$ cat src/hw/rtl/mar_pkg.sv
// ----------------------------------------------------------------------------
// mar_pkg
// Shared types, codes and constants of the mount axis rate manager.
// ----------------------------------------------------------------------------
package mar_pkg;

  localparam int AXES          = 2;
  localparam int POS_BITS      = 24;
  localparam int CFG_IDX_BITS  = 3;
  localparam int CFG_DATA_BITS = 12;

  localparam logic [9:0]  RST_RAMP_STEP      = 10'd200;
  localparam logic [7:0]  RST_IDLE_LIMIT     = 8'd100;
  localparam logic [2:0]  RST_TRIM_PERIOD    = 3'd6;
  localparam logic [11:0] RST_MIN_GOTO_SPEED = 12'd20;
  localparam logic [11:0] RST_MAX_SPEED      = 12'd4000;
  localparam logic [11:0] RST_RAMP_THRESHOLD = 12'd1600;
  localparam logic [5:0]  RST_GUIDE_LIMIT    = 6'd5;

  typedef enum logic [1:0] {
    CMD_TICK  = 2'd0,
    CMD_TRACK = 2'd1,
    CMD_SLEW  = 2'd2,
    CMD_GOTO  = 2'd3
  } command_t;

  typedef enum logic [2:0] {
    K_OFF  = 3'd0,
    K_ON   = 3'd1,
    K_SLEW = 3'd2,
    K_GOTO = 3'd3,
    K_DONE = 3'd4
  } kind_t;

  typedef enum logic [2:0] {
    CFG_RAMP_STEP      = 3'd0,
    CFG_IDLE_LIMIT     = 3'd1,
    CFG_TRIM_PERIOD    = 3'd2,
    CFG_MIN_GOTO_SPEED = 3'd3,
    CFG_MAX_SPEED      = 3'd4,
    CFG_RAMP_THRESHOLD = 3'd5,
    CFG_GUIDE_LIMIT    = 3'd6
  } cfg_index_t;

  typedef enum logic [3:0] {
    ST_IDLE,
    ST_START,
    ST_T_CHECK,
    ST_T_START,
    ST_T_WAIT,
    ST_T_AXIS,
    ST_T_OFF,
    ST_R_ON,
    ST_R_ACT,
    ST_DONE
  } state_t;

  typedef enum logic [2:0] {
    STEP_NONE,
    STEP_T_AXIS,
    STEP_T_OFF,
    STEP_R_ON,
    STEP_R_ACT,
    STEP_DONE
  } step_t;

  typedef struct packed {
    command_t           command;
    logic               axis;
    logic signed [15:0] rate;
    logic [23:0]        target;
    logic               ra_disabled;
    logic               ra_idle;
    logic signed [23:0] ra_position;
    logic               dec_disabled;
    logic               dec_idle;
    logic signed [23:0] dec_position;
  } req_t;

  typedef struct packed {
    kind_t       kind;
    logic        out_axis;
    logic        direction;
    logic [11:0] speed;
    logic [23:0] goto_position;
    logic        ok;
    logic        last;
  } res_t;

  typedef struct packed {
    logic  load;
    logic  fire;
    step_t step;
    logic  tick_ax;
    logic  dist_load;
    logic  root_start;
  } mar_cmd_t;

  typedef struct packed {
    logic is_tick;
    logic need_root;
    logic root_busy;
    logic slot_free;
  } mar_status_t;

endpackage

$ cat src/hw/rtl/mar_if.sv
// ----------------------------------------------------------------------------
// mar_if
// Request and result channels of the mount axis rate manager.
// ----------------------------------------------------------------------------
interface mar_req_if;
  logic               valid;
  logic               ready;
  logic [1:0]         command;
  logic               axis;
  logic signed [15:0] rate;
  logic [23:0]        target;
  logic               ra_disabled;
  logic               ra_idle;
  logic signed [23:0] ra_position;
  logic               dec_disabled;
  logic               dec_idle;
  logic signed [23:0] dec_position;

  modport source (
    output valid, command, axis, rate, target, ra_disabled, ra_idle, ra_position,
           dec_disabled, dec_idle, dec_position,
    input  ready
  );
  modport sink (
    input  valid, command, axis, rate, target, ra_disabled, ra_idle, ra_position,
           dec_disabled, dec_idle, dec_position,
    output ready
  );
endinterface

interface mar_res_if;
  logic        valid;
  logic        ready;
  logic [2:0]  kind;
  logic        out_axis;
  logic        direction;
  logic [11:0] speed;
  logic [23:0] goto_position;
  logic        ok;
  logic        last;

  modport source (
    output valid, kind, out_axis, direction, speed, goto_position, ok, last,
    input  ready
  );
  modport sink (
    input  valid, kind, out_axis, direction, speed, goto_position, ok, last,
    output ready
  );
endinterface

$ cat src/hw/rtl/mar_root.sv
// ----------------------------------------------------------------------------
// mar_root
// Bit-serial rounded integer square root, one result bit per cycle.
// ----------------------------------------------------------------------------
module mar_root #(
  parameter int XW = 32
) (
  input  logic            clk,
  input  logic            rst,
  input  logic            start,
  input  logic [XW-1:0]   x,
  output logic            busy,
  output logic [XW/2:0]   root
);

  logic [XW-1:0] rem;
  logic [XW-1:0] r;
  logic [XW-1:0] bitpos;
  logic [XW:0]   trial;

  assign busy  = |bitpos;
  assign trial = {1'b0, r} + {1'b0, bitpos};

  always_ff @(posedge clk) begin
    if (rst) begin
      bitpos <= '0;
    end else if (start) begin
      rem    <= x;
      r      <= '0;
      bitpos <= {2'b01, {(XW-2){1'b0}}};
    end else if (busy) begin
      if ({1'b0, rem} >= trial) begin
        rem <= rem - trial[XW-1:0];
        r   <= (r >> 1) + bitpos;
      end else begin
        r <= r >> 1;
      end
      bitpos <= bitpos >> 2;
    end
  end

  // round up when the remainder passes the floor root
  assign root = r[XW/2:0] + (XW/2+1)'(rem > r);

`ifndef SYNTHESIS
  a_start_busy: assert property (@(posedge clk) disable iff (rst) start |=> busy)
    else $error("root unit not busy after start");
`endif

endmodule

$ cat src/hw/rtl/mar_dp.sv
// ----------------------------------------------------------------------------
// mar_dp
// Datapath: configuration, per-axis rate state, step logic, result register.
// ----------------------------------------------------------------------------
module mar_dp #(
  parameter int POS_BITS = mar_pkg::POS_BITS
) (
  input  logic                                  clk,
  input  logic                                  rst,
  input  logic                                  cfg_write,
  input  logic [mar_pkg::CFG_IDX_BITS-1:0]      cfg_index,
  input  logic [mar_pkg::CFG_DATA_BITS-1:0]     cfg_data,
  input  mar_pkg::req_t                         req,
  input  mar_pkg::mar_cmd_t                     cm,
  output mar_pkg::mar_status_t                  st,
  output mar_pkg::res_t                         res_q,
  output logic                                  result_valid,
  input  logic                                  result_ready
);

  localparam int W  = (POS_BITS > 24) ? POS_BITS : 24;
  localparam int DW = W + 1;
  localparam int XW = ((DW + 8) / 2) * 2;
  localparam int RW = XW / 2 + 1;

  function automatic mar_pkg::res_t slew_item(input logic ax,
                                              input logic signed [18:0] r,
                                              input logic [11:0] lim);
    logic [18:0]   m;
    mar_pkg::res_t it;
    m = r[18] ? 19'(-r) : 19'(r);
    it = '0;
    it.kind      = mar_pkg::K_SLEW;
    it.out_axis  = ax;
    it.direction = !r[18] && (r != 19'sd0);
    it.speed     = (m > {7'b0, lim}) ? lim : m[11:0];
    return it;
  endfunction

  // configuration
  logic [9:0]  ramp_step;
  logic [7:0]  idle_limit;
  logic [2:0]  trim_period;
  logic [11:0] min_goto_speed;
  logic [11:0] max_speed;
  logic [11:0] ramp_threshold;
  logic [5:0]  guide_limit;

  // state
  logic signed [17:0]  rate_now       [mar_pkg::AXES];
  logic signed [15:0]  slew_goal      [mar_pkg::AXES];
  logic                ramp_on        [mar_pkg::AXES];
  logic [15:0]         track_set      [mar_pkg::AXES];
  logic [15:0]         track_now      [mar_pkg::AXES];
  logic [POS_BITS-1:0] goto_from      [mar_pkg::AXES];
  logic [POS_BITS-1:0] goto_to        [mar_pkg::AXES];
  logic [2:0]          tick_phase;
  logic [7:0]          idle_count;
  logic                ok;

  logic signed [17:0]  rate_now_next  [mar_pkg::AXES];
  logic signed [15:0]  slew_goal_next [mar_pkg::AXES];
  logic                ramp_on_next   [mar_pkg::AXES];
  logic [15:0]         track_set_next [mar_pkg::AXES];
  logic [15:0]         track_now_next [mar_pkg::AXES];
  logic [POS_BITS-1:0] goto_from_next [mar_pkg::AXES];
  logic [POS_BITS-1:0] goto_to_next   [mar_pkg::AXES];
  logic [2:0]          tick_phase_next;
  logic [7:0]          idle_count_next;
  logic                ok_next;

  mar_pkg::req_t       q;
  logic [DW-1:0]       dist_q;
  logic [XW-1:0]       root_x;
  logic [RW-1:0]       root_val;
  logic                root_busy;

  logic                sel;
  logic                dis_a;
  logic                idle_a;
  logic [23:0]         pos_a;
  logic signed [W-1:0] t_w;
  logic signed [W-1:0] f_w;
  logic signed [W-1:0] p_w;
  logic signed [DW-1:0] d1;
  logic signed [DW-1:0] d2;
  logic [DW-1:0]       a1;
  logic [DW-1:0]       a2;
  logic [DW-1:0]       dmin;
  logic [RW-1:0]       s_low;
  logic [11:0]         goto_spd;
  logic                res_v;
  mar_pkg::res_t       res_n;

  assign sel    = (q.command == mar_pkg::CMD_TICK) ? cm.tick_ax : q.axis;
  assign dis_a  = sel ? q.dec_disabled : q.ra_disabled;
  assign idle_a = sel ? q.dec_idle : q.ra_idle;
  assign pos_a  = sel ? q.dec_position : q.ra_position;

  // distance to the nearer end of the goto
  assign t_w  = W'($signed(goto_to[sel]));
  assign f_w  = W'($signed(goto_from[sel]));
  assign p_w  = W'($signed(POS_BITS'(pos_a)));
  assign d1   = DW'(t_w) - DW'(p_w);
  assign d2   = DW'(p_w) - DW'(f_w);
  assign a1   = d1[DW-1] ? DW'(-d1) : DW'(d1);
  assign a2   = d2[DW-1] ? DW'(-d2) : DW'(d2);
  assign dmin = (a1 < a2) ? a1 : a2;

  // 100 * d as shifts
  assign root_x = (XW'(dist_q) << 6) + (XW'(dist_q) << 5) + (XW'(dist_q) << 2);

  mar_root #(.XW(XW)) u_root (
    .clk   (clk),
    .rst   (rst),
    .start (cm.root_start),
    .x     (root_x),
    .busy  (root_busy),
    .root  (root_val)
  );

  assign s_low    = (root_val < RW'(min_goto_speed)) ? RW'(min_goto_speed) : root_val;
  assign goto_spd = (s_low > RW'(max_speed)) ? max_speed : s_low[11:0];

  assign st.is_tick   = (q.command == mar_pkg::CMD_TICK);
  assign st.need_root = !dis_a && !idle_a && (goto_to[sel] != goto_from[sel]);
  assign st.root_busy = root_busy;
  assign st.slot_free = !result_valid || result_ready;

  always_comb begin
    logic signed [18:0] rn19;
    logic signed [18:0] g19;
    logic signed [18:0] rate19;
    logic signed [18:0] gl19;
    logic signed [18:0] th19;
    logic signed [18:0] mx19;
    logic signed [18:0] st19;
    logic signed [18:0] rr;
    logic signed [18:0] nr;
    logic signed [18:0] goal;
    logic [15:0]        nt;
    logic [16:0]        mag;
    logic [2:0]         per;
    logic [POS_BITS-1:0] tgt;

    rate_now_next   = rate_now;
    slew_goal_next  = slew_goal;
    ramp_on_next    = ramp_on;
    track_set_next  = track_set;
    track_now_next  = track_now;
    goto_from_next  = goto_from;
    goto_to_next    = goto_to;
    tick_phase_next = tick_phase;
    idle_count_next = idle_count;
    ok_next         = ok;
    res_v           = 1'b0;
    res_n           = '0;

    rn19   = 19'(rate_now[sel]);
    g19    = 19'(slew_goal[sel]);
    rate19 = 19'(q.rate);
    gl19   = $signed({13'b0, guide_limit});
    th19   = $signed({7'b0, ramp_threshold});
    mx19   = $signed({7'b0, max_speed});
    st19   = $signed({9'b0, ramp_step});
    mag    = q.rate[15] ? 17'(-17'(q.rate)) : 17'(q.rate);
    per    = (trim_period == 3'd0) ? 3'd1 : trim_period;
    tgt    = POS_BITS'(q.target);
    rr     = rn19;
    nr     = '0;
    goal   = rate19;
    nt     = track_set[0];

    if (cm.load) begin
      ok_next = 1'b0;
    end

    if (cm.fire) begin
      unique case (cm.step)
        mar_pkg::STEP_T_AXIS: begin
          if (dis_a) begin
            rate_now_next[sel] = '0;
          end else if (!idle_a) begin
            if (goto_to[sel] != goto_from[sel]) begin
              res_v               = 1'b1;
              res_n.kind          = mar_pkg::K_GOTO;
              res_n.out_axis      = sel;
              res_n.speed         = goto_spd;
              res_n.goto_position = 24'(goto_to[sel]);
            end
          end else if (ramp_on[sel]) begin
            if (rn19 < g19) begin
              rr = rn19 + st19;
              if (rr > g19) rr = g19;
            end else if (rn19 > g19) begin
              rr = rn19 - st19;
              if (rr < g19) rr = g19;
            end
            ramp_on_next[sel] = (rr != g19);
            if (rr != rn19) begin
              rate_now_next[sel] = rr[17:0];
              res_v = 1'b1;
              res_n = slew_item(sel, rr, max_speed);
            end
          end else if (!sel && track_set[0] != 16'd0) begin
            // tracking trim and guiding on right ascension
            nt = (tick_phase == 3'd0) ? track_set[0] - 16'd1 : track_set[0];
            track_now_next[0] = nt;
            if (g19 > -gl19 && g19 < gl19) begin
              nr = $signed({3'b0, nt}) + g19;
              if (nr < 0) nr = '0;
              if (rn19 != nr) begin
                rate_now_next[0] = nr[17:0];
                res_v = 1'b1;
                res_n = slew_item(1'b0, nr, max_speed);
              end
            end
          end
        end
        mar_pkg::STEP_T_OFF: begin
          if (!q.ra_disabled && q.ra_idle && !q.dec_disabled && q.dec_idle &&
              rate_now[0] == 18'sd0 && rate_now[1] == 18'sd0) begin
            if (idle_count >= idle_limit) begin
              res_v      = 1'b1;
              res_n.kind = mar_pkg::K_OFF;
            end
            if (idle_count != 8'hFF) idle_count_next = idle_count + 8'd1;
          end else begin
            idle_count_next = '0;
          end
          tick_phase_next = ({1'b0, tick_phase} + 4'd1 >= {1'b0, per}) ? 3'd0
                                                                      : tick_phase + 3'd1;
          ok_next = 1'b1;
        end
        mar_pkg::STEP_R_ON: begin
          unique case (q.command)
            mar_pkg::CMD_TRACK: res_v = dis_a && (mag != 17'd0);
            mar_pkg::CMD_SLEW:  res_v = dis_a && !(q.rate == 16'sd0 && track_set[sel] == 16'd0);
            mar_pkg::CMD_GOTO:  res_v = dis_a;
            default:            res_v = 1'b0;
          endcase
          res_n.kind = mar_pkg::K_ON;
        end
        mar_pkg::STEP_R_ACT: begin
          unique case (q.command)
            mar_pkg::CMD_TRACK: begin
              if (dis_a && mag == 17'd0) begin
                ok_next = 1'b1;
              end else if (idle_a && !ramp_on[sel] && slew_goal[sel] == 16'sd0) begin
                rate_now_next[sel] = 18'(mag);
                res_v   = 1'b1;
                res_n   = slew_item(sel, $signed({2'b0, mag}), max_speed);
                ok_next = 1'b1;
              end
              track_set_next[sel] = mag[15:0];
              track_now_next[sel] = mag[15:0];
            end
            mar_pkg::CMD_SLEW: begin
              if (dis_a && q.rate == 16'sd0 && track_set[sel] == 16'd0) begin
                ok_next = 1'b1;
              end else if (!idle_a) begin
                ok_next = ok;
              end else if (track_set[sel] == 16'd0 || ramp_on[sel] ||
                           rate19 > gl19 || rate19 < -gl19) begin
                ok_next = 1'b1;
                if (rate19 <= -th19) begin
                  goal = -mx19;
                  ramp_on_next[sel] = 1'b1;
                end else if (rate19 >= th19) begin
                  goal = mx19;
                  ramp_on_next[sel] = 1'b1;
                end else if (!ramp_on[sel] && rn19 > -th19 && rn19 < th19) begin
                  rate_now_next[sel] = rate19[17:0];
                  res_v = 1'b1;
                  res_n = slew_item(sel, rate19, max_speed);
                end else begin
                  ramp_on_next[sel] = 1'b1;
                end
              end else begin
                // guiding pulse on top of tracking
                nr = $signed({3'b0, track_now[sel]}) + rate19;
                if (nr < 0) nr = '0;
                rate_now_next[sel] = nr[17:0];
                res_v   = 1'b1;
                res_n   = slew_item(sel, nr, max_speed);
                ok_next = 1'b1;
              end
              slew_goal_next[sel] = goal[15:0];
            end
            mar_pkg::CMD_GOTO: begin
              if (idle_a) begin
                goto_from_next[sel] = POS_BITS'(pos_a);
                goto_to_next[sel]   = tgt;
                rate_now_next[sel]  = '0;
                res_v               = 1'b1;
                res_n.kind          = mar_pkg::K_GOTO;
                res_n.out_axis      = sel;
                res_n.speed         = (min_goto_speed > max_speed) ? max_speed
                                                                   : min_goto_speed;
                res_n.goto_position = 24'(tgt);
              end
              ok_next = 1'b1;
            end
            default: ok_next = ok;
          endcase
        end
        mar_pkg::STEP_DONE: begin
          res_v      = 1'b1;
          res_n.kind = mar_pkg::K_DONE;
          res_n.ok   = ok;
          res_n.last = 1'b1;
        end
        default: res_v = 1'b0;
      endcase
    end
  end

  always_ff @(posedge clk) begin
    if (rst) begin
      ramp_step      <= mar_pkg::RST_RAMP_STEP;
      idle_limit     <= mar_pkg::RST_IDLE_LIMIT;
      trim_period    <= mar_pkg::RST_TRIM_PERIOD;
      min_goto_speed <= mar_pkg::RST_MIN_GOTO_SPEED;
      max_speed      <= mar_pkg::RST_MAX_SPEED;
      ramp_threshold <= mar_pkg::RST_RAMP_THRESHOLD;
      guide_limit    <= mar_pkg::RST_GUIDE_LIMIT;
      for (int i = 0; i < mar_pkg::AXES; i++) begin
        rate_now[i]  <= '0;
        slew_goal[i] <= '0;
        ramp_on[i]   <= 1'b0;
        track_set[i] <= '0;
        track_now[i] <= '0;
        goto_from[i] <= '0;
        goto_to[i]   <= '0;
      end
      tick_phase   <= '0;
      idle_count   <= '0;
      ok           <= 1'b0;
      result_valid <= 1'b0;
    end else begin
      if (cfg_write) begin
        unique case (cfg_index)
          mar_pkg::CFG_RAMP_STEP:      ramp_step      <= cfg_data[9:0];
          mar_pkg::CFG_IDLE_LIMIT:     idle_limit     <= cfg_data[7:0];
          mar_pkg::CFG_TRIM_PERIOD:    trim_period    <= cfg_data[2:0];
          mar_pkg::CFG_MIN_GOTO_SPEED: min_goto_speed <= cfg_data;
          mar_pkg::CFG_MAX_SPEED:      max_speed      <= cfg_data;
          mar_pkg::CFG_RAMP_THRESHOLD: ramp_threshold <= cfg_data;
          mar_pkg::CFG_GUIDE_LIMIT:    guide_limit    <= cfg_data[5:0];
          default: ;
        endcase
      end
      rate_now   <= rate_now_next;
      slew_goal  <= slew_goal_next;
      ramp_on    <= ramp_on_next;
      track_set  <= track_set_next;
      track_now  <= track_now_next;
      goto_from  <= goto_from_next;
      goto_to    <= goto_to_next;
      tick_phase <= tick_phase_next;
      idle_count <= idle_count_next;
      ok         <= ok_next;
      if (cm.fire && res_v) begin
        result_valid <= 1'b1;
      end else if (result_ready) begin
        result_valid <= 1'b0;
      end
    end
  end

  always_ff @(posedge clk) begin
    if (cm.load) q <= req;
    if (cm.dist_load) dist_q <= dmin;
    if (cm.fire && res_v) res_q <= res_n;
  end

`ifndef SYNTHESIS
  a_valid_from_step: assert property (@(posedge clk) disable iff (rst)
    $rose(result_valid) |-> $past(cm.fire))
    else $error("result appeared without a step");
`endif

endmodule

$ cat src/hw/rtl/mar_ctrl.sv
// ----------------------------------------------------------------------------
// mar_ctrl
// Sequencer: walks one request or tick through its steps.
// ----------------------------------------------------------------------------
module mar_ctrl (
  input  logic                 clk,
  input  logic                 rst,
  input  logic                 request_valid,
  output logic                 request_ready,
  input  mar_pkg::mar_status_t st,
  output mar_pkg::mar_cmd_t    cm
);

  mar_pkg::state_t state;
  mar_pkg::state_t state_next;
  logic            tick_ax;
  logic            tick_ax_next;

  always_ff @(posedge clk) begin
    if (rst) begin
      state   <= mar_pkg::ST_IDLE;
      tick_ax <= 1'b0;
    end else begin
      state   <= state_next;
      tick_ax <= tick_ax_next;
    end
  end

  always_comb begin
    state_next    = state;
    tick_ax_next  = tick_ax;
    request_ready = 1'b0;
    cm            = '0;
    cm.tick_ax    = tick_ax;
    unique case (state)
      mar_pkg::ST_IDLE: begin
        request_ready = 1'b1;
        if (request_valid) begin
          cm.load    = 1'b1;
          state_next = mar_pkg::ST_START;
        end
      end
      mar_pkg::ST_START: begin
        tick_ax_next = 1'b0;
        state_next   = st.is_tick ? mar_pkg::ST_T_CHECK : mar_pkg::ST_R_ON;
      end
      mar_pkg::ST_T_CHECK: begin
        if (st.need_root) begin
          cm.dist_load = 1'b1;
          state_next   = mar_pkg::ST_T_START;
        end else begin
          state_next = mar_pkg::ST_T_AXIS;
        end
      end
      mar_pkg::ST_T_START: begin
        cm.root_start = 1'b1;
        state_next    = mar_pkg::ST_T_WAIT;
      end
      mar_pkg::ST_T_WAIT: begin
        if (!st.root_busy) state_next = mar_pkg::ST_T_AXIS;
      end
      mar_pkg::ST_T_AXIS: begin
        if (st.slot_free) begin
          cm.fire = 1'b1;
          cm.step = mar_pkg::STEP_T_AXIS;
          if (!tick_ax) begin
            tick_ax_next = 1'b1;
            state_next   = mar_pkg::ST_T_CHECK;
          end else begin
            state_next = mar_pkg::ST_T_OFF;
          end
        end
      end
      mar_pkg::ST_T_OFF: begin
        if (st.slot_free) begin
          cm.fire    = 1'b1;
          cm.step    = mar_pkg::STEP_T_OFF;
          state_next = mar_pkg::ST_DONE;
        end
      end
      mar_pkg::ST_R_ON: begin
        if (st.slot_free) begin
          cm.fire    = 1'b1;
          cm.step    = mar_pkg::STEP_R_ON;
          state_next = mar_pkg::ST_R_ACT;
        end
      end
      mar_pkg::ST_R_ACT: begin
        if (st.slot_free) begin
          cm.fire    = 1'b1;
          cm.step    = mar_pkg::STEP_R_ACT;
          state_next = mar_pkg::ST_DONE;
        end
      end
      mar_pkg::ST_DONE: begin
        if (st.slot_free) begin
          cm.fire    = 1'b1;
          cm.step    = mar_pkg::STEP_DONE;
          state_next = mar_pkg::ST_IDLE;
        end
      end
      default: state_next = mar_pkg::ST_IDLE;
    endcase
  end

`ifndef SYNTHESIS
  a_fire_free: assert property (@(posedge clk) disable iff (rst)
    cm.fire |-> st.slot_free)
    else $error("step taken while result register is blocked");
`endif

endmodule

$ cat src/hw/rtl/mount_axis_rate_manager_core.sv
// ----------------------------------------------------------------------------
// mount_axis_rate_manager_core
// Two-axis mount rate manager: ticks and requests in, motor commands out.
// ----------------------------------------------------------------------------
// A request runs ST_START, ST_R_ON and ST_R_ACT, and ST_DONE loads its done item.
// A tick runs ST_T_CHECK and ST_T_AXIS per axis, then ST_T_OFF and ST_DONE; each
// axis in goto mode adds the distance load, ST_T_START and ST_T_WAIT on the root
// unit. Steps that fire stall while the result register is blocked. One item is
// handled at a time; the next transfer is taken the cycle after the done item is
// loaded. Synchronous reset loads the register defaults and clears all axis state.
module mount_axis_rate_manager_core #(
  parameter int POS_BITS = mar_pkg::POS_BITS
) (
  input  logic                              clk,
  input  logic                              rst,
  input  logic                              cfg_write,
  input  logic [mar_pkg::CFG_IDX_BITS-1:0]  cfg_index,
  input  logic [mar_pkg::CFG_DATA_BITS-1:0] cfg_data,
  mar_req_if.sink                           request,
  mar_res_if.source                         result
);

  mar_pkg::req_t        req;
  mar_pkg::res_t        res_q;
  mar_pkg::mar_cmd_t    cm;
  mar_pkg::mar_status_t st;

  assign req.command      = mar_pkg::command_t'(request.command);
  assign req.axis         = request.axis;
  assign req.rate         = request.rate;
  assign req.target       = request.target;
  assign req.ra_disabled  = request.ra_disabled;
  assign req.ra_idle      = request.ra_idle;
  assign req.ra_position  = request.ra_position;
  assign req.dec_disabled = request.dec_disabled;
  assign req.dec_idle     = request.dec_idle;
  assign req.dec_position = request.dec_position;

  mar_ctrl u_ctrl (
    .clk           (clk),
    .rst           (rst),
    .request_valid (request.valid),
    .request_ready (request.ready),
    .st            (st),
    .cm            (cm)
  );

  mar_dp #(.POS_BITS(POS_BITS)) u_dp (
    .clk          (clk),
    .rst          (rst),
    .cfg_write    (cfg_write),
    .cfg_index    (cfg_index),
    .cfg_data     (cfg_data),
    .req          (req),
    .cm           (cm),
    .st           (st),
    .res_q        (res_q),
    .result_valid (result.valid),
    .result_ready (result.ready)
  );

  assign result.kind          = res_q.kind;
  assign result.out_axis      = res_q.out_axis;
  assign result.direction     = res_q.direction;
  assign result.speed         = res_q.speed;
  assign result.goto_position = res_q.goto_position;
  assign result.ok            = res_q.ok;
  assign result.last          = res_q.last;

endmodule
$ cat src/flat_wrapper.sv
// flat-port wrapper written by rule: the top's interface ports become plain ports
module mount_axis_rate_manager_core_flat 
#(
  parameter int POS_BITS = mar_pkg::POS_BITS
)
  (clk, rst, cfg_write, cfg_index, cfg_data, request_valid, request_command, request_axis, request_rate, request_target, request_ra_disabled, request_ra_idle, request_ra_position, request_dec_disabled, request_dec_idle, request_dec_position, request_ready, result_valid, result_kind, result_out_axis, result_direction, result_speed, result_goto_position, result_ok, result_last, result_ready);
  mar_req_if request_i ();
  mar_res_if result_i ();
  input  logic clk;
  input  logic rst;
  input  logic cfg_write;
  input  logic [mar_pkg::CFG_IDX_BITS-1:0] cfg_index;
  input  logic [mar_pkg::CFG_DATA_BITS-1:0] cfg_data;
  input wire logic [$bits(request_i.valid)-1:0] request_valid;
  input wire logic [$bits(request_i.command)-1:0] request_command;
  input wire logic [$bits(request_i.axis)-1:0] request_axis;
  input wire logic [$bits(request_i.rate)-1:0] request_rate;
  input wire logic [$bits(request_i.target)-1:0] request_target;
  input wire logic [$bits(request_i.ra_disabled)-1:0] request_ra_disabled;
  input wire logic [$bits(request_i.ra_idle)-1:0] request_ra_idle;
  input wire logic [$bits(request_i.ra_position)-1:0] request_ra_position;
  input wire logic [$bits(request_i.dec_disabled)-1:0] request_dec_disabled;
  input wire logic [$bits(request_i.dec_idle)-1:0] request_dec_idle;
  input wire logic [$bits(request_i.dec_position)-1:0] request_dec_position;
  output wire logic [$bits(request_i.ready)-1:0] request_ready;
  output wire logic [$bits(result_i.valid)-1:0] result_valid;
  output wire logic [$bits(result_i.kind)-1:0] result_kind;
  output wire logic [$bits(result_i.out_axis)-1:0] result_out_axis;
  output wire logic [$bits(result_i.direction)-1:0] result_direction;
  output wire logic [$bits(result_i.speed)-1:0] result_speed;
  output wire logic [$bits(result_i.goto_position)-1:0] result_goto_position;
  output wire logic [$bits(result_i.ok)-1:0] result_ok;
  output wire logic [$bits(result_i.last)-1:0] result_last;
  input wire logic [$bits(result_i.ready)-1:0] result_ready;
  assign request_i.valid = request_valid;
  assign request_i.command = request_command;
  assign request_i.axis = request_axis;
  assign request_i.rate = request_rate;
  assign request_i.target = request_target;
  assign request_i.ra_disabled = request_ra_disabled;
  assign request_i.ra_idle = request_ra_idle;
  assign request_i.ra_position = request_ra_position;
  assign request_i.dec_disabled = request_dec_disabled;
  assign request_i.dec_idle = request_dec_idle;
  assign request_i.dec_position = request_dec_position;
  assign request_ready = request_i.ready;
  assign result_valid = result_i.valid;
  assign result_kind = result_i.kind;
  assign result_out_axis = result_i.out_axis;
  assign result_direction = result_i.direction;
  assign result_speed = result_i.speed;
  assign result_goto_position = result_i.goto_position;
  assign result_ok = result_i.ok;
  assign result_last = result_i.last;
  assign result_i.ready = result_ready;
  mount_axis_rate_manager_core #(.POS_BITS(POS_BITS)) u_core (.clk(clk), .rst(rst), .cfg_write(cfg_write), .cfg_index(cfg_index), .cfg_data(cfg_data), .request(request_i), .result(result_i));
endmodule
$ cat config.mk
export PLATFORM = sky130hd
export DESIGN_NAME = mount_axis_rate_manager_core_flat
export DESIGN_NICKNAME = d
export VERILOG_FILES = /design/src/hw/rtl/mar_pkg.sv /design/src/hw/rtl/mar_if.sv /design/src/hw/rtl/mar_root.sv /design/src/hw/rtl/mar_dp.sv /design/src/hw/rtl/mar_ctrl.sv /design/src/hw/rtl/mount_axis_rate_manager_core.sv /design/src/flat_wrapper.sv
export SDC_FILE = /design/constraint.sdc
export NUM_CORES = 2
export LEC_CHECK = 0
export ABC_CLOCK_PERIOD_IN_PS = 12000
export BUFFER_PORTS_ARGS = -buffer_cell sky130_fd_sc_hd__buf_2
export CAP_MARGIN = 40
export CORE_MARGIN = 4
export CORE_UTILIZATION = 65
export CTS_CLUSTER_DIAMETER = 100
export CTS_CLUSTER_SIZE = 24
export DETAILED_ROUTE_END_ITERATION = 16
export GPL_TIMING_DRIVEN = 1
export PLACE_DENSITY = 0.94
export SYNTH_ARGS = -nofsm -noshare
export SYNTH_HDL_FRONTEND = slang
export SYNTH_SLANG_ARGS = --single-unit
$ cat constraint.sdc
create_clock -name clk -period 12 [get_ports clk]
set_input_delay 3.6 -clock clk [delete_from_list [all_inputs] [get_ports clk]]
set_output_delay 3.6 -clock clk [all_outputs]
set_load 0.1 [all_outputs]
==> flow_metrics.tcl <==
set metrics [dict create \
    dpl_cell_area_mm2 0.0494 \
    drc 0 \
    synth_edf_count 227 \
    design_area_mm2 0.0504 \
    track_usage_pct 43.2 \
    cts_hold_buf 0 \
    wl_met2_um 70000 \
    synth_nets 6491 \
    syn_inst 5820 \
    die_area_mm2 0.0774 \
    drive_gt1_share_pct 8.02 \
    post_cts_resize_count 0 \
    first_global_vias 44400 \
    drt-met1-wl_um 66800 \
    cts.sinks 538 \
    max-vdd-ir-drop_mv 0.258 \
    tns_ns 0 \
    worstPathMaxFanout 41 \
    power.density_mw_per_mm2 205 \
    cts_setup_buffers 0 \
    wl_met3_um 26800 \
    rsz0062_at_grt "false" \
    vias 48000 \
    cpPeakStageDelay_ns 0.67 \
    hold_viol_final 0 \
    drtAntennaViolNets 0 \
    die-height_um 278 \
    grt_pass1_wl_um 263000 \
    portBuffers 159 \
    grt-ovfl-total 0 \
    grt_max_degree 194 \
    wl_per_cell_um 25.8 \
    tritoncts "yes" \
    fmax_mhz 90.3 \
    die_x_um 278 \
    synth_common_cells "nand2_1 (764), ha_1 (527), nor2_1 (514)" \
    netlist_area_mm2 0.0475 \
    initial_core_util_pct 65.9 \
    slowest_stage "a31oi_1" \
    antenna_found_initial 5 \
    worst_pin_slew_ns 1.09 \
    syn_to_final_growth_pct 6.15 \
    coreArea_mm2 0.0720 \
    rows 98 \
    timing.final.crit_share_pct 92.3 \
    crit_path_start_kind "flip-flop" \
    first_iter_violations 8116 \
    hold_class "reg2reg" \
    ys_warn_count 0 \
    yosysMostFrequentCell "nand2_1" \
    clock_skew_ns 0.0311 \
    highest_layer "met5" \
    ys_ff_latch 538 \
    synth_ff_type "dfxtp_1" \
    async_flop_share_pct 0 \
    cts_buffers 29 \
    ctsHtreeMaxLevel 1 \
    crit_required_ns 12.42 \
    synth_area_per_cell_um2 8.15 \
    arrival_ns 11.49 \
    setup_violations 0 \
    synth_cell_type_count 114 \
    hpwlAfterDp_um 134000 \
    pin_count 160 \
    yosys.area.top_type "edfxtp_1" \
    clk_latency_ns 0.69 \
    clk_pin_slew_worst_paths_ns 0.10 \
    critPathKind "reg2reg" \
    end_kind "flip-flop" \
    drt_wl_total_um 176000 \
    root_buffer "clkbuf_16" \
    final-max-slew-violation-count 0 \
    synth_area_leaders "edfxtp_1 (14%), ha_1 (14%), dfxtp_1 (13%), nand2_1 (6.0%), a21oi_1 (5.3%)" \
    clockBufferDepth 3 \
    hold_ws_ns 0.458 \
    maxCapViolations 0 \
    min_period_ns 11.08 \
    viasPerCell 7.02 \
    slew_headroom_pct 27.3 \
    nets 6534 \
    routabilityCongestion 1.12 \
    p_leak_nw 20.8 \
    synth_top_area_share_pct 14.4 \
    status "complete, no violations" \
    seq_area_frac_synth_pct 27.5 \
    first_pass_iters 8 \
]
-- critical path, delay by kind of cell (launching register included) --
family | cells | cell delay, ns
simple gates | 11 | 1.98
mux | 3 | 1.36
flops | 1 | 0.44
compound gates | 14 | 3.71
xor+xnor | 2 | 0.31
fa+ha+maj | 5 | 2.03
buf+inv | 4 | 0.93
-- sequential cells by signal, summed over array words and instances (netlist names), 8 cells and up --
name                        count
u_core.u_dp.dist_q             25
u_core.u_dp.goto_from          48
u_core.u_dp.goto_to            48
u_core.u_dp.idle_count          8
u_core.u_dp.idle_limit          8
u_core.u_dp.max_speed          12
u_core.u_dp.min_goto_speed     12
u_core.u_dp.q                  95
u_core.u_dp.ramp_step          10
u_core.u_dp.ramp_threshold     12
u_core.u_dp.rate_now           36
u_core.u_dp.res_q              43
u_core.u_dp.slew_goal          32
u_core.u_dp.track_now          16
u_core.u_dp.track_set          32
u_core.u_dp.u_root.bitpos      16
u_core.u_dp.u_root.r           32
u_core.u_dp.u_root.rem         32
-- path summary, 6_finish.rpt --
kind	start	end	slack (ns)	cells past startpoint
worst max-delay path	u_core.u_dp.q[93]	u_core.u_dp.res_q[37]	0.92	39
worst min-delay path	u_core.u_dp.goto_from[25]	u_core.u_dp.goto_from[25]	0.46	2
worst max register to register	u_core.u_dp.q[93]	u_core.u_dp.res_q[37]	0.92	39
worst min register to register	u_core.u_dp.goto_from[25]	u_core.u_dp.goto_from[25]	0.46	2
-- placed cells by master, fill, tap and decap left out, drive strengths merged, types with 33 or more instances in the layout --
cell | synthesis | layout
a211oi | 96 | 96
a21o | 94 | 94
a21oi | 503 | 503
a221oi | 38 | 38
a31oi | 65 | 65
and2 | 84 | 84
buf | 56 | 278
clkbuf | 210 | 42
dfxtp | 311 | 311
edfxtp | 227 | 227
ha | 527 | 527
inv | 275 | 279
mux2i | 152 | 152
nand2 | 770 | 770
nand2b | 73 | 73
nand3 | 108 | 108
nand4 | 101 | 101
nor2 | 515 | 515
nor2b | 82 | 82
nor3 | 129 | 129
nor4 | 70 | 70
o211ai | 50 | 50
o21a | 72 | 72
o21ai | 274 | 274
or3 | 33 | 33
xnor2 | 253 | 253
xor2 | 119 | 119
-- cell type report --
type / instances / area, um2
sequential: 538 / 13000
clock buffer: 42 / 806
timing repair buffer: 278 / 1810
tap: 950 / 1190
inverter: 276 / 1040
antenna: 2 / 5.00
multi-input combinational: 4740 / 32300
clock inverter: 11 / 128
fill: 5487 / 21600
-- cells by family after synthesis --
logic type,count (synthesis),share of synthesized area [%]
and+or+nand+nor,2101,20.8
AOI/OAI and AO/OA,1538,21.3
adders and majority gates,556,15.1
buffers and inverters,542,4.60
DFF,538,27.5
xor gates and xnor gates,372,6.87
muxes,173,3.79
-- stage by stage --
step	instances	util, %	setup WS, ns	total power, mW
floorplan	5820	-	3.04	6.94
global placement	6757	68.3	1.55	8.62
detailed placement	6782	68.7	1.36	8.78
CTS	6835	70.0	1.30	9.95
global route	6835	70.0	0.304	10.8
finish	6837	70.0	0.922	10.3
-- per-layer routing --
layer,track usage [%],vias up
li1,-,21200
met2,61.4,3850
met5,0,-
met3,13.2,827
met4,23.4,8
met1,58.6,22100
-- where the power goes --
| group | total, mW | switching, mW | internal (mW) |
|---|---|---|---|
| clock | 1.18 | 0.693 | 0.488 |
| sequential | 2.29 | 0.147 | 2.15 |
| combinational | 6.83 | 4.46 | 2.37 |
| total | 10.3 | 5.30 | 5.00 |
(Power assumes the default switching activity.)
